$ cat config.mk
export PLATFORM = sky130hd
export DESIGN_NAME = sector_run_allocator_unit
export DESIGN_NICKNAME = d
export VERILOG_FILES = /design/src/rtl/sra_pkg.sv /design/src/rtl/sra_map_mem.sv /design/src/rtl/sra_chunk_eval.sv /design/src/rtl/sector_run_allocator_unit.sv
export SDC_FILE = /design/constraint.sdc
export NUM_CORES = 2
export LEC_CHECK = 0
export BUFFER_PORTS_ARGS = -buffer_cell sky130_fd_sc_hd__clkbuf_2
export CAP_MARGIN = 25
export CORE_AREA = 2 2 603 605
export DETAILED_ROUTE_END_ITERATION = 8
export DIE_AREA = 0 0 605 607
export GPL_TIMING_DRIVEN = 0
export HOLD_SLACK_MARGIN = 0.1
export PLACE_DENSITY = 0.66
export REMOVE_ABC_BUFFERS = 1
export SETUP_SLACK_MARGIN = 0.2
export SYNTH_ARGS = -nofsm -noshare
export SYNTH_HDL_FRONTEND = slang
export SYNTH_SLANG_ARGS = --single-unit
$ cat constraint.sdc
create_clock -name clk -period 31.2 [get_ports clk]
set_clock_uncertainty 0.15 [all_clocks]
set_input_delay 6.24 -clock clk [delete_from_list [all_inputs] [get_ports clk]]
set_output_delay 6.24 -clock clk [all_outputs]
set_load 0.05 [all_outputs]
$ cat src/rtl/sra_pkg.sv
// Shared types, constants and field widths for the sector run allocator.
package sra_pkg;

  localparam int NUM_SECTORS_DEF   = 4096;
  localparam int MAP_WORD_BITS_DEF = 32;
  localparam int STEP_BITS         = 8;
  localparam int HINT_W            = 12;
  localparam int LEN_W             = 13;
  localparam int STATUS_W          = 2;

  typedef enum logic [STATUS_W-1:0] {
    ST_GRANTED = 2'd0,
    ST_OVERLAP = 2'd1,
    ST_NOROOM  = 2'd2
  } status_t;

  typedef enum logic [2:0] {
    S_IDLE,
    S_RD,
    S_CHK,
    S_MRD,
    S_MWR,
    S_DONE
  } state_t;

  typedef struct packed {
    logic overlap;
    logic found;
  } chunk_flags_t;

endpackage

$ cat src/rtl/sra_map_mem.sv
// Allocation map memory with per-word valid bits and a registered read port.
module sra_map_mem #(
  parameter int WORDS = 128,
  parameter int WB    = 32,
  parameter int AW    = 7
) (
  input  logic          clk,
  input  logic          rst_n,
  input  logic          rd_en,
  input  logic [AW-1:0] rd_addr,
  input  logic          wr_en,
  input  logic [AW-1:0] wr_addr,
  input  logic [WB-1:0] wr_data,
  output logic [WB-1:0] rd_data
);
  import sra_pkg::*;

  logic [WB-1:0] mem [WORDS];
  logic [WORDS-1:0] vld_r;
  logic [WB-1:0] rdata_r;
  logic          rvld_r;

  // Words never written read as all free.
  always_ff @(posedge clk) begin
    if (!rst_n) begin
      vld_r  <= '0;
      rvld_r <= 1'b0;
    end else begin
      if (wr_en) begin
        vld_r[wr_addr] <= 1'b1;
      end
      if (rd_en) begin
        rvld_r <= vld_r[rd_addr];
      end
    end
  end

  always_ff @(posedge clk) begin
    if (wr_en) begin
      mem[wr_addr] <= wr_data;
    end
    if (rd_en) begin
      rdata_r <= mem[rd_addr];
    end
  end

  assign rd_data = rvld_r ? rdata_r : '0;

endmodule

$ cat src/rtl/sra_chunk_eval.sv
// Evaluates one eight-sector slice of the map for the hinted check or the first-fit search.
module sra_chunk_eval #(
  parameter int NS = 4096,
  parameter int CW = 14
) (
  input  logic                           hinted,
  input  logic [sra_pkg::STEP_BITS-1:0]  bits,
  input  logic [CW-1:0]                  base,
  input  logic [CW-1:0]                  hint,
  input  logic [CW-1:0]                  hint_end,
  input  logic [CW-1:0]                  len,
  input  logic [CW-1:0]                  cnt_in,
  output sra_pkg::chunk_flags_t          flags,
  output logic [CW-1:0]                  cnt_out,
  output logic [CW-1:0]                  found_start
);
  import sra_pkg::*;

  localparam logic [CW-1:0] NSV = CW'(NS);

  always_comb begin
    logic [CW-1:0] s;
    logic [CW-1:0] cnt;
    logic          ov;
    logic          fnd;
    logic [CW-1:0] fst;
    cnt = cnt_in;
    ov  = 1'b0;
    fnd = 1'b0;
    fst = '0;
    for (int k = 0; k < STEP_BITS; k++) begin
      s = base + CW'(k);
      if (s < NSV) begin
        // Hinted check: any used sector inside the run and the map.
        if (bits[k] && s >= hint && s < hint_end) begin
          ov = 1'b1;
        end
        // First fit: length of the free run ending at this sector.
        if (bits[k]) begin
          cnt = '0;
        end else begin
          cnt = cnt + CW'(1);
          if (!fnd && cnt == len) begin
            fnd = 1'b1;
            fst = s + CW'(1) - len;
          end
        end
      end
    end
    flags.overlap = hinted & ov;
    flags.found   = ~hinted & fnd;
    cnt_out       = cnt;
    found_start   = fst;
  end

endmodule

$ cat src/rtl/sector_run_allocator_unit.sv
// Top level of the sector run allocator: control sequencer, map memory and slice evaluator.
//
// The block hands out runs of contiguous sectors from a one-bit-per-sector
// allocation map. Each request transaction on the in_ channel carries a run
// length and, when in_tuser is high, a hinted start sector. The hinted run is
// granted only if all of its sectors are free and it fits in the map; without
// a hint the lowest free run that fits is found by a first-fit scan. Each
// request produces exactly one result transaction on the out_ channel with a
// status, the granted start sector and one past the highest sector in use.
// Requests are handled one at a time. The map is read one word per memory
// access; each word visited is read once and then evaluated in slices of
// eight sectors, and marking a granted run reads and writes back each word
// it touches before the result is loaded into the output register. After
// reset every sector is free, with no clearing pass: the map words carry
// valid bits. When the receiver stalls, the finished result waits in the
// output register and the block may take the next request; that request
// waits in its final state until the output register is free.
module sector_run_allocator_unit #(
  parameter int NUM_SECTORS   = sra_pkg::NUM_SECTORS_DEF,
  parameter int MAP_WORD_BITS = sra_pkg::MAP_WORD_BITS_DEF
) (
  input  logic                         clk,
  input  logic                         rst_n,
  input  logic                         in_tvalid,
  output logic                         in_tready,
  input  logic [31:0]                  in_tdata,   // [11:0] hint_sector, [24:12] run_length
  input  logic                         in_tuser,   // [0] use_hint
  output logic                         out_tvalid,
  input  logic                         out_tready,
  output logic [31:0]                  out_tdata,  // [11:0] start_sector, [24:12] highest_end
  output logic [sra_pkg::STATUS_W-1:0] out_tuser   // [1:0] status
);
  import sra_pkg::*;

  localparam int LW        = $clog2(MAP_WORD_BITS);
  localparam int MAP_WORDS = (NUM_SECTORS + MAP_WORD_BITS - 1) / MAP_WORD_BITS;
  localparam int AW        = (MAP_WORDS > 1) ? $clog2(MAP_WORDS) : 1;
  localparam int SW        = $clog2(NUM_SECTORS + 1);
  localparam int CW        = ((SW > LEN_W) ? SW : LEN_W) + 1;
  localparam logic [CW-1:0] NSV = CW'(NUM_SECTORS);

  state_t state_r, state_nxt;
  logic          hinted_r, hinted_nxt;
  logic [CW-1:0] hint_r, hint_nxt;
  logic [CW-1:0] len_r, len_nxt;
  logic [CW-1:0] pos_r, pos_nxt;
  logic [CW-1:0] cnt_r, cnt_nxt;
  logic [CW-1:0] start_r, start_nxt;
  logic [CW-1:0] end_r, end_nxt;
  logic [CW-1:0] used_end_r, used_end_nxt;
  status_t       status_r, status_nxt;

  logic          out_valid_r, out_valid_nxt;
  logic [31:0]   out_data_r, out_data_nxt;
  status_t       out_status_r, out_status_nxt;

  logic                 mem_rd_en, mem_wr_en;
  logic [AW-1:0]        word_addr;
  logic [MAP_WORD_BITS-1:0] rd_word, wr_word, mark_mask, word_sh;

  chunk_flags_t  flags;
  logic [CW-1:0] cnt_out, found_start;
  logic [CW-1:0] hint_end, hint_lim, pos_step, pos_word;
  logic [CW-1:0] in_hint, in_len;

  assign word_addr = pos_r[LW +: AW];
  assign word_sh   = rd_word >> pos_r[LW-1:0];
  assign hint_end  = hint_r + len_r;
  assign hint_lim  = (hint_end < NSV) ? hint_end : NSV;
  assign pos_step  = pos_r + CW'(STEP_BITS);
  assign pos_word  = pos_r + CW'(MAP_WORD_BITS);
  assign in_hint   = CW'(in_tdata[HINT_W-1:0]);
  assign in_len    = (in_tdata[HINT_W +: LEN_W] == '0) ? CW'(1) : CW'(in_tdata[HINT_W +: LEN_W]);

  sra_map_mem #(
    .WORDS (MAP_WORDS),
    .WB    (MAP_WORD_BITS),
    .AW    (AW)
  ) u_map (
    .clk     (clk),
    .rst_n   (rst_n),
    .rd_en   (mem_rd_en),
    .rd_addr (word_addr),
    .wr_en   (mem_wr_en),
    .wr_addr (word_addr),
    .wr_data (wr_word),
    .rd_data (rd_word)
  );

  sra_chunk_eval #(
    .NS (NUM_SECTORS),
    .CW (CW)
  ) u_eval (
    .hinted      (hinted_r),
    .bits        (word_sh[STEP_BITS-1:0]),
    .base        (pos_r),
    .hint        (hint_r),
    .hint_end    (hint_end),
    .len         (len_r),
    .cnt_in      (cnt_r),
    .flags       (flags),
    .cnt_out     (cnt_out),
    .found_start (found_start)
  );

  // Sectors of the granted run that fall in the word being written back.
  always_comb begin
    logic [CW-1:0] s;
    for (int j = 0; j < MAP_WORD_BITS; j++) begin
      s = pos_r + CW'(j);
      mark_mask[j] = (s >= start_r) && (s < end_r);
    end
  end

  assign wr_word   = rd_word | mark_mask;
  assign in_tready = (state_r == S_IDLE);

  always_ff @(posedge clk) begin
    if (!rst_n) begin
      state_r     <= S_IDLE;
      used_end_r  <= '0;
      out_valid_r <= 1'b0;
    end else begin
      state_r     <= state_nxt;
      used_end_r  <= used_end_nxt;
      out_valid_r <= out_valid_nxt;
    end
  end

  always_ff @(posedge clk) begin
    hinted_r     <= hinted_nxt;
    hint_r       <= hint_nxt;
    len_r        <= len_nxt;
    pos_r        <= pos_nxt;
    cnt_r        <= cnt_nxt;
    start_r      <= start_nxt;
    end_r        <= end_nxt;
    status_r     <= status_nxt;
    out_data_r   <= out_data_nxt;
    out_status_r <= out_status_nxt;
  end

  always_comb begin
    logic [CW-1:0] new_end;
    state_nxt      = state_r;
    hinted_nxt     = hinted_r;
    hint_nxt       = hint_r;
    len_nxt        = len_r;
    pos_nxt        = pos_r;
    cnt_nxt        = cnt_r;
    start_nxt      = start_r;
    end_nxt        = end_r;
    status_nxt     = status_r;
    used_end_nxt   = used_end_r;
    out_valid_nxt  = out_valid_r & ~out_tready;
    out_data_nxt   = out_data_r;
    out_status_nxt = out_status_r;
    mem_rd_en      = 1'b0;
    mem_wr_en      = 1'b0;
    new_end        = used_end_r;

    unique case (state_r)
      S_IDLE: begin
        if (in_tvalid) begin
          hinted_nxt = in_tuser;
          hint_nxt   = in_hint;
          len_nxt    = in_len;
          cnt_nxt    = '0;
          status_nxt = ST_NOROOM;
          if (in_tuser) begin
            pos_nxt   = {in_hint[CW-1:3], 3'b000};
            state_nxt = (in_hint >= NSV) ? S_DONE : S_RD;
          end else begin
            pos_nxt   = '0;
            state_nxt = (in_len > NSV) ? S_DONE : S_RD;
          end
        end
      end

      S_RD: begin
        mem_rd_en = 1'b1;
        state_nxt = S_CHK;
      end

      S_CHK: begin
        if (hinted_r) begin
          if (flags.overlap) begin
            status_nxt = ST_OVERLAP;
            state_nxt  = S_DONE;
          end else if (pos_step >= hint_lim) begin
            if (hint_end <= NSV) begin
              start_nxt = hint_r;
              end_nxt   = hint_end;
              pos_nxt   = {hint_r[CW-1:LW], LW'(0)};
              state_nxt = S_MRD;
            end else begin
              status_nxt = ST_NOROOM;
              state_nxt  = S_DONE;
            end
          end else begin
            pos_nxt   = pos_step;
            state_nxt = (pos_step[LW-1:0] == '0) ? S_RD : S_CHK;
          end
        end else begin
          cnt_nxt = cnt_out;
          if (flags.found) begin
            start_nxt = found_start;
            end_nxt   = found_start + len_r;
            pos_nxt   = {found_start[CW-1:LW], LW'(0)};
            state_nxt = S_MRD;
          end else if (pos_step >= NSV) begin
            status_nxt = ST_NOROOM;
            state_nxt  = S_DONE;
          end else begin
            pos_nxt   = pos_step;
            state_nxt = (pos_step[LW-1:0] == '0) ? S_RD : S_CHK;
          end
        end
      end

      S_MRD: begin
        mem_rd_en = 1'b1;
        state_nxt = S_MWR;
      end

      S_MWR: begin
        mem_wr_en = 1'b1;
        pos_nxt   = pos_word;
        if (pos_word >= end_r) begin
          status_nxt = ST_GRANTED;
          state_nxt  = S_DONE;
        end else begin
          state_nxt = S_MRD;
        end
      end

      S_DONE: begin
        if (!out_valid_r || out_tready) begin
          if (status_r == ST_GRANTED && end_r > used_end_r) begin
            new_end = end_r;
          end
          used_end_nxt   = new_end;
          out_valid_nxt  = 1'b1;
          out_status_nxt = status_r;
          out_data_nxt   = {7'd0, new_end[LEN_W-1:0],
                            (status_r == ST_GRANTED) ? start_r[HINT_W-1:0] : HINT_W'(0)};
          state_nxt      = S_IDLE;
        end
      end

      default: begin
        state_nxt = S_IDLE;
      end
    endcase
  end

  assign out_tvalid = out_valid_r;
  assign out_tdata  = out_data_r;
  assign out_tuser  = out_status_r;

  // A granted run always ends above its start, so highest_end exceeds start_sector.
  a_grant_end: assert property (@(posedge clk) disable iff (!rst_n)
    (out_tvalid && out_tuser == ST_GRANTED) |-> (out_tdata[24:12] > {1'b0, out_tdata[11:0]}))
    else $error("granted result with highest_end not above start_sector");

  // A refused request reports start sector zero.
  a_refused_zero: assert property (@(posedge clk) disable iff (!rst_n)
    (out_tvalid && out_tuser != ST_GRANTED) |-> (out_tdata[11:0] == '0))
    else $error("refused result with nonzero start_sector");

  // An accepted request always leaves the idle state.
  a_busy_after_accept: assert property (@(posedge clk) disable iff (!rst_n)
    (in_tvalid && in_tready) |=> (state_r != S_IDLE))
    else $error("accepted request did not start processing");

  // The map is written only while marking a granted run.
  a_write_in_mark: assert property (@(posedge clk) disable iff (!rst_n)
    mem_wr_en |-> (start_r < end_r && end_r <= NSV))
    else $error("map write outside a valid granted run");

endmodule
* Word-level counts from Yosys, hierarchy flattened *
Memory sizes are Yosys's and may differ from the RTL's. A register that Yosys moved wholly into a read port is not among the register bits.
Cells that the tools add are included.

word-level totals
  flip-flop bits (word level) = 259
  bits in writable memories = 4,096
  memories = 1

memories
  memory     depth  width  rd ports  clocked after Yosys merged registers in  wr ports  RTL line           source
  u_map.mem  128    32     1         1                                        1         sra_map_mem.sv:18  logic [WB-1:0] mem [WORDS];

cells by class
  multiplexer cells = 139
  equality and inequality tests = 27
  $lt $le $gt $ge = 98
  reductions and logical operators = 82
  bitwise gates (word level) = 7
  shift operators = 1
  add/subtract/negate cells = 57

operators by type and width
  kind                                                  count
  2-to-1 mux 14 bit                                     60
  < comparator 14 bit                                   40
  greater-or-equal comparator 14 bit                    34
  adder 14 x 1 -> 14 bit, second input constant         16
  adder 14 x 5 -> 14 bit, second input constant         16
  OR 128 bit                                            1
  < comparator 14 x 13 -> 1 bit, second input constant  9
  adder 14 x 4 -> 14 bit, second input constant         8
  equality test 14 bit                                  8
  greater-or-equal comparator 14 x 12 -> 1 bit          8
  subtractor 14 bit                                     8
  logical AND 1 bit                                     57
  adder 14 x 3 -> 14 bit, second input constant         4
  2-to-1 mux 1 bit                                      48
  one-hot mux 14 bit (3 select lines)                   1
  2-to-1 mux 3 bit                                      12
  2-to-1 mux 32 bit                                     1
  OR 32 bit                                             1
  right shift 32 x 5 -> 8 bit                           1
  adder 14 x 2 -> 14 bit, second input constant         2
  one-hot mux 14 bit (2 select lines)                   1
  2-to-1 mux 13 bit                                     2
  2-to-1 mux 2 bit                                      9
  one-hot mux 3 bit (6 select lines)                    1
  other kinds (36)                                      63

* Depth between registers and ports, before layout *
  depth after elaboration = 44
  gate-level depth with buffers = 57
  mapped depth without buffers = 50

* Hierarchy *
Synthesis repeated with hierarchy kept, for this count alone.

second synthesis, totals
  cells, all modules = 11,316
  area, all modules = 197,027.7 sq um

modules (own cells, without submodules)
  module                     cells each  area each (sq um)  instances
  sra_map_mem                6,982       161,972.8          1
  sra_chunk_eval             2,554       19,354.8           1
  sector_run_allocator_unit  1,780       15,700.1           1

* Least setup slack after synthesis *
Ideal clock, no wire load.

  path type = flip-flop to flip-flop
  start point = register pos_r[7]
  end point = memory u_map.mem[0][2], data pin
  stages on the path, launching flop included = 14
  required time = 29.458 ns
  setup time = 1.592 ns
  arrival = 10.776 ns
  slack = 18.682 ns
  clock period less this slack = 12.518 ns
  path buffers = 7
  cell sequence = edfxtp_1 -> clkbuf_1 -> clkbuf_1 -> buf_1 -> buf_1 -> buf_1 -> clkbuf_1 -> clkbuf_1 -> ha_1 -> a21o_1 -> a21o_1 -> a21oi_1 -> nor2_1 -> o41ai_1

on the way
  longest elaborated chain between the ends = 4
  elaborated cells between the ends (all ways) = 5
  those cells by class = add/sub (1); order compare (2); bitwise (1); reduce/logical (1)

ends and longest elaborated chain
  element                                                                           RTL line                          source
  start: declaration                                                                sector_run_allocator_unit.sv:46   logic [CW-1:0] pos_r, pos_nxt;
  start signal: assignment                                                          sector_run_allocator_unit.sv:134  pos_r <= pos_nxt;
  adder 14 x 2 -> 14 bit (*)                                                        sector_run_allocator_unit.sv:110  s = pos_r + CW'(j);
  greater-or-equal comparator 14 bit / < comparator 14 bit (equally long branches)  sector_run_allocator_unit.sv:111  mark_mask[j] = (s >= start_r) && (s < end_r);
  logical AND 1 bit (*)                                                             sector_run_allocator_unit.sv:111
  OR 32 bit (*)                                                                     sector_run_allocator_unit.sv:115  assign wr_word = rd_word | mark_mask;
  net u_map.wr_data[2]                                                              sra_map_mem.sv:13                 input logic [WB-1:0] wr_data,
  end: declaration                                                                  sra_map_mem.sv:18

Mark *: on every way through the listed nets, which the timed path passes. The rest lies on a longest branch.

* Final worst setup path *
  start point = register pos_r[13]
  end point = register end_r[12], data pin

on the way
  longest elaborated chain between the ends = 41
  elaborated cells between the ends (all ways) = 100
  those cells by class = add/sub (15); order compare (8); eq/ne (7); mux (56); reduce/logical (14)

ends and longest elaborated chain
  element                                                                 RTL line                          source
  branches (longest 37 deep; another with < comparator 14 x 13 -> 1 bit)  n/a
  2-to-1 mux 14 bit (*)                                                   sra_chunk_eval.sv:33              if (s < NSV) begin
  adder 14 bit (*)                                                        sector_run_allocator_unit.sv:208  end_nxt = found_start + len_r;
  2-to-1 mux 14 bit (*)                                                   sector_run_allocator_unit.sv:206  if (flags.found) begin
  2-to-1 mux 14 bit (*)                                                   sector_run_allocator_unit.sv:186  if (hinted_r) begin
  end signal: assignment                                                  sector_run_allocator_unit.sv:137  end_r <= end_nxt;
  end: declaration                                                        sector_run_allocator_unit.sv:49   logic [CW-1:0] end_r, end_nxt;

Mark *: on every way between the ends. The select of a mux whose other input is x is not followed.
A chain may end at the register's enable or synchronous reset.

==> flow_summary.ini <==
[cts]
cts-hold-fix-buffers = 0
htreeDepth = 5
root_buffer = clkbuf_16
numCtsBuffers = 420
cts_tree = built
clock_latency_ns = 1.04
clock_path_buffers = 4
clkTransAtPathRegs_ns = 0.09
post_cts_buffers = 0
cts.repair.resized = 0
cts_sinks = 4383

[worst_setup_path]
cp-start-kind = register
crit_top_cell = o21ai_0
slowest_delay_ns = 0.84
cp_slowest_cell = nor4b_4
path_class = reg2reg
required_ns = 31.73
worstPathMaxFanout = 27
crit_path_end_kind = register
arrival_ns = 16.43

[global_routing]
antenna_found_initial = 32
grt_pass1_vias = 115000
grt_max_degree = 81
track_usage_pct = 33.3
overflow = 0
grt_pass1_wl_mm = 871

[sta]
setup_violations = 0
whs_ns = 0.315
relSlewSlack_pct = 12.2
min_period_over_period_pct = 51.0
grt_setup_unrepaired = false
slew_viol_final = 0
worstMarginPinSlew_ns = 1.31
fin_crit_ns = 15.90
hold_violations = 0
setup_slack_ns = 15.30
max_freq_ghz = 0.0629

[detailed_routing]
detail-route-antenna-nets = 0
drtIter0Drc = 18400
drt_wl_total_mm = 625
route.detailed.drc = 0
dr.pass1.iters = 7
viasPerCell = 6.89
wl_per_cell_microns = 35.5
num_vias = 121000

[synth]
yosysMostFrequentCell = edfxtp_1
synth_area_leaders = edfxtp_1, a22oi_1, ha_1, dfxtp_1, a221oi_1
synth_common_cells = edfxtp_1, a22oi_1, clkbuf_1
synth.distinct_cells = 116
syn-instance-count = 12100
avgSynthCellArea_sq_um = 15.1
synth_top_cell_by_area = edfxtp_1
ys_async_sr_fraction_pct = 0
synth-edff-count = 4236
yosys.area.top_type_share_pct = 69.5
synth_seq_cells = 4383
synth_warnings = 0
synth_ff_type = edfxtp_1
syn_area_sq_um = 183000
seq_area_frac_synth_pct = 71.1

[placement]
dp_hpwl_mm = 416
gp_congestion = 0.925
dp_slack_ns = 15.92
dp.cells = 16800
io_buffers = 58

[pwr]
ir_worst_vdd_uv = 94.5
p_total_mw = 23.3
p_per_area_nw_per_um2 = 109
leakage_nw = 69.3

[cells_and_area]
area_growth_pct = 16.8
num-fill-cells = 26300
seqCellArea_sq_um = 130000
multi_input_area_sq_um = 51000
nets = 13000
stdcell_count = 17600
drive_gt1_share_pct = 13.3
final_util_pct = 59.2

[floorplan]
dieArea_sq_um = 367000
chipHeight_microns = 607
num_rows = 221
ios = 73
core_area_sq_um = 361000
fp.dieW_microns = 605
start_util_pct = 50.7

[outcome]
status = completed

[worst_hold_path]
hold_path.class = reg2reg

[flow_run]
cap_violations = 0
## state kept, by name, indices dropped and copies added, names as in the netlist, 2 cells and up
| register | count |
|---|---|
| end_r | 14 |
| hint_r | 12 |
| out_tdata | 25 |
| len_r | 13 |
| state_r | 3 |
| start_r | 14 |
| used_end_r | 14 |
| status_r | 2 |
| out_tuser | 2 |
| cnt_r | 14 |
| u_map.mem | 4096 |
| u_map.vld_r | 128 |
| pos_r | 11 |
| u_map.rdata_r | 32 |
## area by class of cell
cell class / instances / share of cell area, %
clock buffer: 525 / 5.26
antenna: 20 / 0.0234
tap: 4794 / 2.81
clock inverter: 257 / 1.13
timing repair buffer: 715 / 5.78
inverter: 149 / 0.265
sequential: 4383 / 60.9
multi-input combinational: 6784 / 23.9
## worst max-delay path: cells and delay by family, from the launching register on
kind	cells	cell delay (ns)
AND/OR/NAND/NOR	18	6.27
flip-flops	1	0.80
multiplexers	2	0.93
adder cells (fa/ha/maj)	3	1.08
XOR/XNOR	1	0.15
AO/OA/AOI/OAI	19	5.18
buffers and inverters	5	1.00
## metal layers
metal | part of all wire [%] | vias to the layer above | track usage [%]
li1 | - | 50200 | -
met1 | 36 | 61400 | 43.6
met2 | 45 | 8325 | 51.2
met3 | 12 | 1422 | 7.81
met4 | 6.7 | 22 | 19.4
met5 | 0.025 | - | 0
## final timing paths
check,startpoint,end,slack [ns],cells past startpoint
min,u_map.vld_r[25]$_SDFFE_PN0P_,u_map.vld_r[25]$_SDFFE_PN0P_,0.32,1
min reg2reg,u_map.vld_r[25]$_SDFFE_PN0P_,u_map.vld_r[25]$_SDFFE_PN0P_,0.32,1
max reg2reg,pos_r[13]$_DFFE_PP_,end_r[12]$_DFFE_PP_,15.30,48
max,pos_r[13]$_DFFE_PP_,end_r[12]$_DFFE_PP_,15.30,48
## kinds of logic (layout without fill, tap and decap cells)
logic type,after synthesis,after routing,synth area share [%]
mux,183,183,1.22
flops,4383,4383,71.1
simple gates,1838,1838,5.23
compound gates,3971,3971,15.6
other cells,2,30,0.00410
buf+inv,933,1646,1.95
xor+xnor,310,310,1.57
fa+ha+maj,472,472,3.29
## report_power, final
group | total (mW) | internal [mW] | switching [mW]
combinational | 10.1 | 3.16 | 6.97
sequential | 8.11 | 7.94 | 0.164
clock | 5.07 | 2.85 | 2.22
## placed cells by master (no fill, tap or decap), drive strengths merged, types with 34 or more instances in the layout
cell,count
a211oi,34
a21o,142
a21oi,474
a221oi,327
a22o,242
a22oi,1476
a31oi,128
a41oi,131
and2,66
buf,650
bufinv,35
clkbuf,589
clkinv,206
dfxtp,147
edfxtp,4236
ha,456
inv,156
mux2,63
mux2i,95
nand2,353
nand2b,124
nand3,106
nand4,292
nor2,414
nor2b,115
nor3,104
nor4,82
o211ai,104
o21a,174
o21ai,450
or3,45
xnor2,240
xor2,60
## through the flow
step	setup TNS (ns)	area [sq um]
after floorplan	-5612.56	180000
after global placement	-	186000
after global routing	0	214000
final	0	214000
after detailed placement	0	200000
after CTS	0	214000
(Power assumes the default switching activity.)
